`src/hw/rtl/matrix_keypad_scan_debounce_defines.svh`:
```
// Assertion macros for the keypad scanner, compiled out under SYNTHESIS.
`ifndef MATRIX_KEYPAD_SCAN_DEBOUNCE_DEFINES_SVH
`define MATRIX_KEYPAD_SCAN_DEBOUNCE_DEFINES_SVH

`ifndef SYNTHESIS

// Condition holds on every clock edge out of reset.
`define MKS_ASSERT_ALWAYS(lbl, cond, msg) \
	lbl: assert property (@(posedge clk) disable iff (!arst_n) (cond)) else $error(msg);

// Antecedent at one edge implies consequent at the next edge.
`define MKS_ASSERT_NEXT(lbl, ante, cons, msg) \
	lbl: assert property (@(posedge clk) disable iff (!arst_n) (ante) |=> (cons)) \
		else $error(msg);

// Antecedent implies consequent at the same edge.
`define MKS_ASSERT_SAME(lbl, ante, cons, msg) \
	lbl: assert property (@(posedge clk) disable iff (!arst_n) (ante) |-> (cons)) \
		else $error(msg);

`else

`define MKS_ASSERT_ALWAYS(lbl, cond, msg)
`define MKS_ASSERT_NEXT(lbl, ante, cons, msg)
`define MKS_ASSERT_SAME(lbl, ante, cons, msg)

`endif

`endif

```
`src/hw/rtl/mks_pkg.sv`:
```
// Shared types, constants and helper functions for the keypad scanner.
package mks_pkg;

	localparam int unsigned ROW_W  = 4;
	localparam int unsigned COL_W  = 2;
	localparam int unsigned CODE_W = 4;
	localparam int unsigned CNT_W  = 8;
	localparam int unsigned HROW_W = 3;
	localparam int unsigned CFG_W  = 8;
	localparam int unsigned CFG_IDX_W = 2;

	localparam logic [CFG_IDX_W-1:0] REG_RECHECK = 2'd0;
	localparam logic [CFG_IDX_W-1:0] REG_RELEASE = 2'd1;

	localparam logic [CNT_W-1:0] RECHECK_RST = 8'd4;
	localparam logic [CNT_W-1:0] RELEASE_RST = 8'd6;

	localparam logic [CODE_W-1:0] KEY_LEFT   = 4'd10;
	localparam logic [CODE_W-1:0] KEY_RIGHT  = 4'd11;
	localparam logic [CODE_W-1:0] KEY_ENTER  = 4'd12;
	localparam logic [CODE_W-1:0] KEY_ESCAPE = 4'd13;
	localparam logic [CODE_W-1:0] KEY_DOWN   = 4'd14;
	localparam logic [CODE_W-1:0] KEY_UP     = 4'd15;

	localparam logic [HROW_W-1:0] NO_ROW = 3'd0;

	typedef logic [ROW_W-1:0]  row_lines_t;
	typedef logic [COL_W-1:0]  col_idx_t;
	typedef logic [CODE_W-1:0] key_code_t;
	typedef logic [CNT_W-1:0]  count_t;
	typedef logic [HROW_W-1:0] row_num_t;

	// Lowest numbered active row wins; 0 when no row is active.
	function automatic row_num_t encode_row(input row_lines_t lines);
		row_num_t r;
		if (lines[0])
			r = 3'd1;
		else if (lines[1])
			r = 3'd2;
		else if (lines[2])
			r = 3'd3;
		else if (lines[3])
			r = 3'd4;
		else
			r = NO_ROW;
		return r;
	endfunction

	// Key map by column and row (row_sel 0 is row 1).
	function automatic key_code_t key_map(input col_idx_t col, input logic [1:0] row_sel);
		key_code_t k;
		case ({col, row_sel})
			4'b00_00: k = KEY_LEFT;
			4'b00_01: k = 4'd7;
			4'b00_10: k = 4'd4;
			4'b00_11: k = 4'd1;
			4'b01_00: k = 4'd0;
			4'b01_01: k = 4'd8;
			4'b01_10: k = 4'd5;
			4'b01_11: k = 4'd2;
			4'b10_00: k = KEY_RIGHT;
			4'b10_01: k = 4'd9;
			4'b10_10: k = 4'd6;
			4'b10_11: k = 4'd3;
			4'b11_00: k = KEY_ENTER;
			4'b11_01: k = KEY_ESCAPE;
			4'b11_10: k = KEY_DOWN;
			4'b11_11: k = KEY_UP;
			default:  k = 4'd0;
		endcase
		return k;
	endfunction

endpackage

```
`src/hw/rtl/mks_channels.sv`:
```
// Valid/ready channel interfaces for row samples and key results.
interface mks_row_if import mks_pkg::*; ();
	logic       valid;
	logic       ready;
	row_lines_t row_lines;

	modport source (output valid, output row_lines, input ready);
	modport sink   (input valid, input row_lines, output ready);
endinterface

interface mks_key_if import mks_pkg::*; ();
	logic       valid;
	logic       ready;
	logic       key_valid;
	key_code_t  key_code;
	row_lines_t column_drive;

	modport source (output valid, output key_valid, output key_code, output column_drive,
		input ready);
	modport sink   (input valid, input key_valid, input key_code, input column_drive,
		output ready);
endinterface

```
`src/hw/rtl/matrix_keypad_scan_debounce.sv`:
```
// Top level: 4x4 keypad scan, debounce and key release detection.
// The result request appears in the cycle after its row request is accepted.
// Throughput: one request per cycle while the key channel is ready; the result
// register lets a new request in while the previous result is being taken.
// Reset: column 1, no press tracked, counts at 4 and 6, no result pending.
`include "matrix_keypad_scan_debounce_defines.svh"

module matrix_keypad_scan_debounce import mks_pkg::*; (
	input  logic                 clk,
	input  logic                 arst_n,
	input  logic                 cfg_we,
	input  logic [CFG_IDX_W-1:0] cfg_index,
	input  logic [CFG_W-1:0]     cfg_data,
	mks_row_if.sink              row_chan,
	mks_key_if.source            key_chan
);

	count_t    recheck_q, release_q;
	col_idx_t  col_q, col_nxt;
	count_t    cnt_q, cnt_nxt, cnt_inc;
	row_num_t  held_q, held_nxt;
	key_code_t pend_q, pend_nxt;

	logic      res_valid;
	key_code_t res_code;
	row_num_t  row;
	logic      accept;

	logic       out_valid_q;
	logic       out_kv_q;
	key_code_t  out_code_q;
	row_lines_t out_col_q;

	assign row      = encode_row(row_chan.row_lines);
	assign accept   = row_chan.valid && row_chan.ready;
	assign cnt_inc  = cnt_q + 8'd1;

	assign row_chan.ready = !out_valid_q || key_chan.ready;

	always_ff @(posedge clk or negedge arst_n) begin
		if (!arst_n) begin
			recheck_q <= RECHECK_RST;
			release_q <= RELEASE_RST;
		end else if (cfg_we) begin
			case (cfg_index)
				REG_RECHECK: recheck_q <= cfg_data;
				REG_RELEASE: release_q <= cfg_data;
				default: ;
			endcase
		end
	end

	always_comb begin
		col_nxt   = col_q;
		cnt_nxt   = cnt_q;
		held_nxt  = held_q;
		pend_nxt  = pend_q;
		res_valid = 1'b0;
		res_code  = 4'd0;
		if (cnt_q == 8'd0) begin
			if (row == NO_ROW) begin
				col_nxt = col_q + 2'd1;
			end else begin
				pend_nxt = key_map(col_q, 2'(row - 3'd1));
				cnt_nxt  = 8'd1;
				held_nxt = row;
			end
		end else if (cnt_q < release_q) begin
			cnt_nxt = cnt_inc;
			// recheck: a different row drops the press
			if (cnt_inc == recheck_q && held_q != row) begin
				cnt_nxt  = 8'd0;
				held_nxt = NO_ROW;
				pend_nxt = 4'd0;
			end
		end else if (row == NO_ROW) begin
			res_valid = 1'b1;
			res_code  = pend_q;
			cnt_nxt   = 8'd0;
			held_nxt  = NO_ROW;
			pend_nxt  = 4'd0;
		end
	end

	always_ff @(posedge clk or negedge arst_n) begin
		if (!arst_n) begin
			col_q  <= '0;
			cnt_q  <= '0;
			held_q <= NO_ROW;
			pend_q <= '0;
		end else if (accept) begin
			col_q  <= col_nxt;
			cnt_q  <= cnt_nxt;
			held_q <= held_nxt;
			pend_q <= pend_nxt;
		end
	end

	always_ff @(posedge clk or negedge arst_n) begin
		if (!arst_n)
			out_valid_q <= 1'b0;
		else if (accept)
			out_valid_q <= 1'b1;
		else if (key_chan.ready)
			out_valid_q <= 1'b0;
	end

	always_ff @(posedge clk) begin
		if (accept) begin
			out_kv_q   <= res_valid;
			out_code_q <= res_code;
			out_col_q  <= 4'b0001 << col_nxt;
		end
	end

	assign key_chan.valid        = out_valid_q;
	assign key_chan.key_valid    = out_kv_q;
	assign key_chan.key_code     = out_code_q;
	assign key_chan.column_drive = out_col_q;

	`MKS_ASSERT_SAME(a_held_row_set, cnt_q != 8'd0, held_q != NO_ROW, "press without held row")
	`MKS_ASSERT_SAME(a_col_onehot, out_valid_q, $onehot(out_col_q), "column drive not one-hot")
	`MKS_ASSERT_NEXT(a_release_clears, accept && res_valid, cnt_q == 8'd0, "release left count set")
	`MKS_ASSERT_NEXT(a_col_hold, cnt_q != 8'd0, col_q == $past(col_q), "column moved during press")

endmodule
```
`src/flat_wrapper.sv`:
```
// flat-port wrapper written by rule: the top's interface ports become plain ports
module matrix_keypad_scan_debounce_flat import mks_pkg::*;
  (clk, arst_n, cfg_we, cfg_index, cfg_data, row_chan_valid, row_chan_row_lines, row_chan_ready, key_chan_valid, key_chan_key_valid, key_chan_key_code, key_chan_column_drive, key_chan_ready);
  mks_row_if row_chan_i ();
  mks_key_if key_chan_i ();
  input  logic clk;
  input  logic arst_n;
  input  logic cfg_we;
  input  logic [CFG_IDX_W-1:0] cfg_index;
  input  logic [CFG_W-1:0] cfg_data;
  input wire logic [$bits(row_chan_i.valid)-1:0] row_chan_valid;
  input wire logic [$bits(row_chan_i.row_lines)-1:0] row_chan_row_lines;
  output wire logic [$bits(row_chan_i.ready)-1:0] row_chan_ready;
  output wire logic [$bits(key_chan_i.valid)-1:0] key_chan_valid;
  output wire logic [$bits(key_chan_i.key_valid)-1:0] key_chan_key_valid;
  output wire logic [$bits(key_chan_i.key_code)-1:0] key_chan_key_code;
  output wire logic [$bits(key_chan_i.column_drive)-1:0] key_chan_column_drive;
  input wire logic [$bits(key_chan_i.ready)-1:0] key_chan_ready;
  assign row_chan_i.valid = row_chan_valid;
  assign row_chan_i.row_lines = row_chan_row_lines;
  assign row_chan_ready = row_chan_i.ready;
  assign key_chan_valid = key_chan_i.valid;
  assign key_chan_key_valid = key_chan_i.key_valid;
  assign key_chan_key_code = key_chan_i.key_code;
  assign key_chan_column_drive = key_chan_i.column_drive;
  assign key_chan_i.ready = key_chan_ready;
  matrix_keypad_scan_debounce u_core (.clk(clk), .arst_n(arst_n), .cfg_we(cfg_we), .cfg_index(cfg_index), .cfg_data(cfg_data), .row_chan(row_chan_i), .key_chan(key_chan_i));
endmodule
```
`config.mk`:
```
export PLATFORM = sky130hd
export DESIGN_NAME = matrix_keypad_scan_debounce_flat
export DESIGN_NICKNAME = d
export VERILOG_FILES = /design/src/hw/rtl/mks_pkg.sv /design/src/hw/rtl/mks_channels.sv /design/src/hw/rtl/matrix_keypad_scan_debounce.sv /design/src/flat_wrapper.sv
export VERILOG_INCLUDE_DIRS = /design/src /design/src/hw/rtl
export SDC_FILE = /design/constraint.sdc
export NUM_CORES = 1
export LEC_CHECK = 0
export ABC_AREA = 1
export BUFFER_PORTS_ARGS = -buffer_cell sky130_fd_sc_hd__buf_2
export CAP_MARGIN = 5
export CORE_MARGIN = 3
export CORE_UTILIZATION = 60
export CTS_CLUSTER_DIAMETER = 40
export CTS_CLUSTER_SIZE = 12
export DETAILED_ROUTE_END_ITERATION = 8
export PLACE_DENSITY = 0.82
export SETUP_SLACK_MARGIN = 0.3
export SYNTH_ARGS = -nofsm -noshare
export SYNTH_HDL_FRONTEND = slang
export SYNTH_SLANG_ARGS = --single-unit
```
`constraint.sdc`:
```
create_clock -name clk -period 4.9 [get_ports clk]
set_input_delay 0.245 -clock clk [delete_from_list [all_inputs] [get_ports clk]]
set_output_delay 0.245 -clock clk [all_outputs]
set_load 0.005 [all_outputs]
```
## Word-level counts from Yosys, hierarchy flattened

Memory sizes are Yosys's and may differ from the RTL's.
Index checks and enable logic that the tools add are counted.

- Register bits: 43
- Bits in read-only memories: 64
- Input bits: 19
- Output and inout port bits: 11
- Logic and storage cells: 61
- Memories: 1

- $add $sub $neg: 3
- Magnitude comparators: 1
- Eq/ne operators: 5
- Shift operators: 1
- Multiplexer cells: 24
- Bitwise gates (word level): 1
- Reduce and logical (&&, ||, !) cells: 15

Memories:

| memory | words | bits a word | rd ports | clocked after memory_dff | write ports | line | source |
|---|---|---|---|---|---|---|---|
| (name not given) | 16 | 4 | 1 | 0 | 0 | mks_pkg.sv:52 | `case ({col, row_sel})` |

Operator list:

| cell | count |
|---|---|
| $mux 8 | 5 |
| $mux 3 | 9 |
| $mux 4 | 5 |
| $add 8x1->8 const B | 1 |
| $eq 8x8->1 | 1 |
| $logic_not 8->1 | 1 |
| $lt 8x8->1 | 1 |
| $mux 2 | 2 |
| $reduce_and 2->1 | 2 |
| $reduce_and 4->1 | 1 |
| $shl 1x2->4 const A | 1 |
| $logic_not 3->1 | 1 |
| $mux 1 | 3 |
| $ne 3x2->1 const B | 1 |
| $ne 3x3->1 | 1 |
| $reduce_and 3->1 | 1 |
| $reduce_bool 3->1 | 1 |
| $reduce_or 3->1 | 1 |
| $add 2x1->2 const B | 1 |
| $eq 2x1->1 const B | 1 |
| $logic_and 1x1->1 | 2 |
| $logic_not 2->1 | 1 |
| $ne 2x2->1 const B | 1 |
| $reduce_bool 2->1 | 1 |
| other kinds (5) | 5 |

## Depth between registers and ports, before layout

Gate-level depths: netlist of run 1.

- Depth after elaboration: 9
- Mapped depth: 15
- Mapped depth without buffers: 15

## Worst setup path after synthesis of run 1

No wires, ideal clock.

- Kind: register to register
- Start point: register u_core.cnt_q[7]
- End point: register u_core.held_q[2]
- Arrival time: 1.716 ns
- Setup slack: 3.119 ns
- Cell stages (with the launch flop): 11
- Clock period less this slack: 1.781 ns
- Path through: dfrtp_1 ha_1 a21o_1 o21ba_2 nand2_1 nand3_1 nand2_2 inv_2 nand2_2 or2_0 nand2_1

- Word-level cells in the longest chain between the ends: 5

Ends and longest elaborated chain:

| element | line | source |
|---|---|---|
| start, declared | matrix_keypad_scan_debounce.sv:20 | `count_t cnt_q, cnt_nxt, cnt_inc;` |
| start signal, assigned | matrix_keypad_scan_debounce.sv:93 | `cnt_q <= cnt_nxt;` |
| $add 8x1->8 | matrix_keypad_scan_debounce.sv:36 | `assign cnt_inc = cnt_q + 8'd1;` |
| $eq 8x8->1 | matrix_keypad_scan_debounce.sv:71 | `if (cnt_inc == recheck_q && held_q != row) begin` |
| $logic_and 1x1->1 | matrix_keypad_scan_debounce.sv:71 |  |
| $ne 3x2->1 (no line) | -- |  |
| $reduce_and 4->1 (no line) | -- |  |
| end signal, assigned | matrix_keypad_scan_debounce.sv:94 | `held_q <= held_nxt;` |
| end, declared | matrix_keypad_scan_debounce.sv:21 | `row_num_t held_q, held_nxt;` |

Several ways; a longest one is shown, not always the timed one.
A chain may end at the register's enable or synchronous reset.

## Final worst setup path of run 1

Same ends and word-level chain as after synthesis.

==> flow_summary.json, run 1 <==
{
  "final_max_slew_viol_count": 0,
  "worst-path-max-fanout": 16,
  "coreArea_sq_um": 4090,
  "synth_area_sq_um": 2590,
  "cts_resized": 0,
  "pin_count": 30,
  "synth_largest_area_cell": "dfrtp_1",
  "path_clk_slew_ns": 0.08,
  "cts.hold.buffers_added": 0,
  "pwr-share-clk_pct": 20.1,
  "yosysUniqueCellTypes": 35,
  "port_buffers": 29,
  "wl_per_cell_microns": 11.7,
  "cts_setup_buffers": 0,
  "cts_tree": "yes",
  "synthTopCellsByArea": "dfrtp_1 30%, nand2_1 15%, edfxtp_1 10%, inv_1 7.8%, ha_1 7.7%",
  "crit_buf_inv": 1,
  "fin_ws_ns": 2.79,
  "netlist_instances": 329,
  "power_frac_seq_pct": 40.5,
  "crit_family": "simple AND/OR/NAND/NOR gates",
  "layout.nets": 396,
  "numCtsBuffers": 5,
  "power_leakage_nw": 1.54,
  "yosys.area.top_type_share_pct": 29.9,
  "synth-seq-cells": 43,
  "avgSynthCellArea_sq_um": 7.88,
  "hp-class": "input pin to asynchronous set/reset pin",
  "synth-seq-area-share_pct": 43.4,
  "slowest_stage": "dfrtp_1",
  "grt_pass1_wl_microns": 8370,
  "critPathArrivalTime_ns": 2.34,
  "antenna_left": 0,
  "fin_setup_tns_ns": 0,
  "clk_path_buf_depth": 2,
  "start_util_pct": 63.5,
  "cts_max_level": 2,
  "pre_cts_slack_ns": 2.77,
  "synth_nets": 364,
  "slew_headroom_pct": 49.1,
  "n_fill_cell": 322,
  "finalCritPeriodShare_pct": 43.0,
  "cts-root-buf": "clkbuf_8",
  "row_count": 23,
  "finalPower_mw": 1.33,
  "critPathLaunchType": "flip-flop",
  "die-area_sq_um": 5150,
  "die_w_microns": 71.8,
  "finalHoldViolations": 0,
  "crit_path_max_incr_delay_ns": 0.43,
  "grt.total_usage_pct": 20.6,
  "grt_start_max_net_pins": 35,
  "end_kind": "flip-flop",
  "grt-ovfl-total": 0,
  "ff2ff_setup_slack_ns": 2.79,
  "path_class": "flip-flop to flip-flop",
  "power_density_nw_per_um2": 463,
  "clock_latency_ns": 0.29,
  "worstPathRequired_ns": 5.14,
  "ir_drop_v": 0.000315,
  "fin_skew_ns": 0.00758,
  "p_int_uw": 811,
  "power_frac_comb_pct": 39.4,
  "worstPathCellList": "ha_1 > a21o_1 > o21ba_2 > nand2_1 > nand3_1 > nand2_2 > inv_2 > nand2_2 > or2_0 > nand2_1",
  "final_layout_size_suffix_gt1_share_pct": 17.1,
  "dr.pass1.iters": 4,
  "synth_warnings": 0,
  "setup_viol": 0,
  "cts.sinks": 43,
  "rsz0062_at_grt": "no",
  "fmax_ghz": 0.475,
  "wirelength_microns": 4820,
  "drtIter0Drc": 129,
  "antennaDiodeCount": 0,
  "post_drt_via_cell_ratio": 5.15,
  "area_growth_pct": 11.2,
  "cap_violations": 0,
  "switchingPower_uw": 523,
  "final.min_clock_period_ns": 2.11,
  "die_h_microns": 71.8,
  "switching_share_pct": 39.2,
  "worst_slew_pin_slew_ns": 0.763,
  "vias": 2120,
  "drc": 0,
  "gp_congestion": 0.891,
  "antenna_found_initial": 0,
  "grt_pass1_vias": 1966,
  "status": "finished, final reports clean",
  "dpl.hpwl_microns": 3740
}
-- power by group through the flow --
| stage | registers (mW) | logic [mW] | clock network (mW) |
|---|---|---|---|
| 3_3_place_gp | 0.542 | 0.517 | 0 |
| 4_1_cts | 0.540 | 0.533 | 0.271 |
| 5_1_grt | 0.551 | 0.604 | 0.288 |
| 2_1_floorplan | 0.520 | 0.429 | 0 |
| 6_report | 0.540 | 0.526 | 0.268 |
| 3_5_place_dp | 0.546 | 0.529 | 0 |
-- metrics by stage --
| step | util [%] | hold slack [ns] | instance area [sq um] | instances |
|---|---|---|---|---|
| 2_1_floorplan | - | -0.0506 | 2590 | 329 |
| 3_3_place_gp | 68.0 | 0.368 | 2780 | 404 |
| 3_5_place_dp | 68.0 | 0.366 | 2780 | 404 |
| 4_1_cts | 70.6 | 0.0500 | 2890 | 412 |
| 5_1_grt | 70.6 | 0.0666 | 2890 | 412 |
| 6_report | 70.6 | 0.0208 | 2890 | 412 |
-- layer usage --
metal / vias up / GRT usage, % / routed length (microns)
met5: - / 0 / 0
met4: 0 / 6.47 / 73
met3: 7 / 3.79 / 198
met2: 44 / 37.2 / 2460
met1: 963 / 24.8 / 2090
li1: 1106 / - / -
-- final cells by class --
cell class | count | area (sq um) | share of cell area, %
inverters | 59 | 221 | 7.68
clock inverters | 1 | 30.0 | 1.04
repair buffers | 29 | 145 | 5.03
flip-flops and latches | 43 | 1120 | 39.0
clock buffers | 7 | 76.3 | 2.65
multi-input cells | 223 | 1220 | 42.5
well taps | 50 | 62.6 | 2.17
-- cells by family after synthesis --
logic type               count (synthesis)  synth area share, %
AND/OR/NAND/NOR                        163                 29.3
buffers and inverters                   63                 9.41
flip-flops                              43                 43.4
AO/OA/AOI/OAI                           41                 9.21
adder cells (fa/ha/maj)                 16                 7.72
XOR/XNOR                                 3                 1.01
-- cells in the final DEF (no fill, tap or decap), types with 3 or more instances in the layout --
master	count
dfrtp_1	31
o21ai_1	3
inv_1	54
ha_1	16
nor2_1	21
edfxtp_1	9
nor2_2	4
inv_2	4
buf_2	29
clkbuf_8	5
nand4_1	7
o21ai_0	21
nand2_1	101
dfstp_2	3
nand3b_1	4
nand3_2	3
nand3_1	12
a21oi_1	6
nand2_2	4
-- path summary, 6_finish.rpt --
kind	to	cells past startpoint	start
max	u_core.held_q[2]	10	u_core.cnt_q[7]
min	u_core.key_chan.valid	1	arst_n
max reg2reg	u_core.held_q[2]	10	u_core.cnt_q[7]
min reg2reg	u_core.pend_q[0]	2	u_core.pend_q[0]
max in group asynchronous	u_core.recheck_q[6]	1	arst_n
min in group clk	u_core.recheck_q[2]	3	cfg_data[2]
-- cell usage after synthesis (all sizes together) --
| cell type | count |
|---|---|
| nand2 | 106 |
| inv | 58 |
| dfrtp | 31 |
| nor2 | 27 |
| o21ai | 26 |
| nand3 | 17 |
| ha | 16 |
| edfxtp | 9 |
| nand4 | 7 |
| a21oi | 6 |
| nand3b | 4 |
| clkbuf | 3 |
| dfstp | 3 |
| o21bai | 2 |
| o22ai | 2 |
| xor2 | 2 |
| a21o | 1 |
| a32o | 1 |
| buf | 1 |
| clkinv | 1 |
| nor3b | 1 |
| o2111ai | 1 |
| o211ai | 1 |
| o21ba | 1 |
| or2 | 1 |
| xnor2 | 1 |
-- state kept, by name, indices dropped and copies added, names as in the netlist --
signal	count
u_core.cnt_q	8
u_core.recheck_q	8
u_core.release_q	8
u_core.key_chan.column_drive	4
u_core.key_chan.key_code	4
u_core.pend_q	4
u_core.held_q	3
u_core.col_q	2
u_core.key_chan.key_valid	1
u_core.key_chan.valid	1
No activity file was read; power rests on OpenSTA's default activity.
==> run 2: changes to the inputs <==
--- a/config.mk
+++ b/config.mk
@@ -6,15 +6,15 @@
 export SDC_FILE = /design/constraint.sdc
 export NUM_CORES = 1
 export LEC_CHECK = 0
-export ABC_AREA = 1
+export ABC_AREA = 0
 export BUFFER_PORTS_ARGS = -buffer_cell sky130_fd_sc_hd__buf_2
 export CAP_MARGIN = 5
 export CORE_MARGIN = 3
-export CORE_UTILIZATION = 60
+export CORE_UTILIZATION = 58
 export CTS_CLUSTER_DIAMETER = 40
 export CTS_CLUSTER_SIZE = 12
 export DETAILED_ROUTE_END_ITERATION = 8
-export PLACE_DENSITY = 0.82
+export PLACE_DENSITY = 0.79
 export SETUP_SLACK_MARGIN = 0.3
 export SYNTH_ARGS = -nofsm -noshare
 export SYNTH_HDL_FRONTEND = slang
==> constraint.sdc (replaced) <==
create_clock -name clk -period 2.1 [get_ports clk]
set_input_delay 0.105 -clock clk [delete_from_list [all_inputs] [get_ports clk]]
set_output_delay 0.105 -clock clk [all_outputs]
set_load 0.005 [all_outputs]
==> run 2 against run 1 <==
Net effect:
- the flow now finishes with violations (setup timing)
- routed wire length grew 44%
- sequential power rose by 150%
- clock skew increased by 0.0040 ns
- critical path depth is 1 lower
- setup slack got worse by 3.1 ns
- critical endpoint is now u_core.cnt_q[6]
- register-to-register slack got worse by 3.1 ns
- combinational power grew to 4.6 times the previous value
==> flow_summary.json, run 2 <==
{
  "status": "finished, violations left",
  "violations": "setup timing",
  "p_int_mw": 2.69,
  "hp-class": "input pin to flip-flop",
  "antenna_left": 0,
  "grt.total_usage_pct": 25.7,
  "grt_pass1_vias": 2226,
  "synthTopCellsByArea": "dfrtp_1 30%, edfxtp_1 11%, ha_1 7.8%, mux2_2 7.0%, inv_1 4.1%",
  "dp.cells": 360,
  "cts_max_level": 2,
  "fin_ws_ns": -0.334,
  "power_frac_seq_pct": 29.6,
  "grt-ovfl-total": 0,
  "synth_area_sq_um": 2570,
  "power_density_nw_per_um2": 1300,
  "gp_congestion": 0.951,
  "cts_tree": "yes",
  "slew_headroom_pct": 50.5,
  "pwr-share-clk_pct": 17.4,
  "layout.nets": 363,
  "worst-path-max-fanout": 9,
  "dpl.hpwl_microns": 4350,
  "critPathArrivalTime_ns": 2.62,
  "finalHoldViolations": 0,
  "fin_cells": 379,
  "drtIter0Drc": 169,
  "ir_drop_v": 0.000949,
  "wl_per_cell_microns": 18.3,
  "yosysMostFrequentCell": "dfrtp_1",
  "critPathLaunchType": "flip-flop",
  "yosys.area.top_type_share_pct": 30.2,
  "final_max_slew_viol_count": 0,
  "clock_latency_ns": 0.31,
  "dr.pass1.iters": 4,
  "synth-seq-cells": 43,
  "ys.flop_type": "dfrtp_1",
  "fmax_ghz": 0.411,
  "fin_skew_ns": 0.0115,
  "ys_async_sr_fraction_pct": 79.1,
  "switchingPower_mw": 1.84,
  "coreArea_sq_um": 4140,
  "path_class": "flip-flop to flip-flop",
  "cts.sinks": 43,
  "row_count": 23,
  "synth_nets": 287,
  "numCtsBuffers": 5,
  "die_h_microns": 72.6,
  "final_layout_size_suffix_gt1_share_pct": 40.7,
  "wirelength_microns": 6950,
  "antenna_found_initial": 0,
  "die_w_microns": 72.6,
  "grt_pass1_wl_microns": 10300,
  "vias": 2268,
  "start_util_pct": 62.1,
  "synth-seq-area-share_pct": 43.7,
  "antennaDiodeCount": 0,
  "die-area_sq_um": 5270,
  "cap_violations": 0,
  "switching_share_pct": 40.6,
  "grt_start_max_net_pins": 35,
  "power_frac_comb_pct": 53.0,
  "synth_enable_flop_cells": 9,
  "hold_ws_ns": 0.0198,
  "pin_count": 30,
  "area_growth_pct": 36.0,
  "netlist_instances": 252,
  "worst_slew_pin_slew_ns": 0.743,
  "clk_path_buf_depth": 2,
  "largestRegisters": "u_core.cnt_q x8, u_core.recheck_q x8, u_core.release_q x8",
  "final_cell_mix": "37 x buf_4, 29 x buf_2, 29 x dfrtp_1, 27 x inv_1, 21 x nand2_1",
  "power_leakage_nw": 1.54,
  "finalPower_mw": 4.53,
  "avgSynthCellArea_sq_um": 10.2,
  "synthTopCellsByCount": "31 x dfrtp_1, 28 x inv_1, 24 x nand2_1",
  "post_drt_via_cell_ratio": 5.98,
  "cts-root-buf": "clkbuf_8",
  "yosysUniqueCellTypes": 49,
  "finalCritPeriodShare_pct": 116,
  "final.min_clock_period_ns": 2.43,
  "path_clk_slew_ns": 0.09,
  "synth_warnings": 0,
  "worstPathRequired_ns": 2.28,
  "setup_viol": 15,
  "end_kind": "flip-flop",
  "rsz0062_at_grt": "yes",
  "final_common_cell": "buf_4",
  "synth_largest_area_cell": "dfrtp_1",
  "port_buffers": 29,
  "drc": 0
}
[run 2: cell count changes in the layout (fill, tap and decap cells not counted), moves of 14 or more]
cell     previous run  this run
nand2_1           101        21
inv_1              54        27
mux2_2              0        16
o21ai_0            21         7
nor2_1             21         5
buf_4               0        37
[run 2: routing by layer]
layer | vias up | share of wire, % | track usage [%]
li1 | 1052 | - | -
met1 | 1087 | 38 | 29.6
met2 | 97 | 53 | 46.3
met3 | 32 | 4.9 | 4.41
met4 | 0 | 4.0 | 11.9
met5 | - | 0 | 0
[run 2: metrics by stage]
step,instance area (sq um),setup WS [ns],TNS [ns],utilization (%)
finish,3500,-0.334,-4.12,84.4
global route,3500,-0.575,-7.98,84.4
CTS,3320,-0.178,-1.84,80.2
detailed placement,3050,-0.194,-2.09,73.6
global placement,3050,-0.103,-0.969,73.6
floorplan,2610,-0.0991,-0.842,-
[run 2: final cells by class]
class / count / area, sq um
clock inverter: 3 / 71.3
inverter: 28 / 105
clock buffer: 5 / 68.8
multi-input combinational: 177 / 1560
timing repair buffer: 73 / 504
fill: 221 / 646
tap: 50 / 62.6
sequential: 43 / 1130
[run 2: path summary, 6_finish.rpt]
kind	cells past startpoint	from	to	slack [ns]
hold / removal	2	row_chan_valid	u_core.key_chan.valid	0.02
setup reg to reg	9	u_core.cnt_q[1]	u_core.cnt_q[6]	-0.33
setup / recovery	9	u_core.cnt_q[1]	u_core.cnt_q[6]	-0.33
hold reg to reg	1	u_core.release_q[5]	u_core.release_q[5]	0.51
min in group asynchronous	2	arst_n	u_core.pend_q[0]	0.39
max in group asynchronous	2	arst_n	u_core.cnt_q[6]	1.18
[run 2: critical path, stage by stage (launching register included)]
cell	delay, ns
dfrtp_1	0.42
buf_4	0.18
and4_1	0.30
nand3_1	0.09
o21ai_0	0.44
nand4_4	0.28
buf_4	0.21
nand4_1	0.11
buf_4	0.18
o22ai_1	0.10
[run 2: kinds of logic after synthesis]
family / count (synthesis) / share of synthesized area [%]
AND/OR/NAND/NOR: 79 / 17.3
multiplexers: 18 / 7.78
adder cells (fa/ha/maj): 16 / 7.78
flip-flops: 43 / 43.7
buffers and inverters: 33 / 4.96
AO/OA/AOI/OAI: 49 / 13.7
XOR/XNOR: 14 / 4.77
[run 2: what timing repair did]
| item | in CTS | in global routing |
|---|---|---|
| setup endpoints to repair | 26 | 26 |
| gates resized for setup | 19 | 23 |
| buffers inserted | 4 | 5 |
| pin swaps | 7 | 7 |
| hold buffers | 1 | 0 |
| hold endpoints to repair | 31 | 0 |
| gates cloned | 0 | 1 |
[run 2: power groups by stage]
stage | combinational [mW] | sequential [mW] | clock, mW
floorplan | 1.19 | 1.27 | 0
global placement | 1.73 | 1.30 | 0
detailed placement | 1.80 | 1.33 | 0
CTS | 2.04 | 1.32 | 0.798
global route | 2.58 | 1.37 | 0.829
finish | 2.40 | 1.34 | 0.787
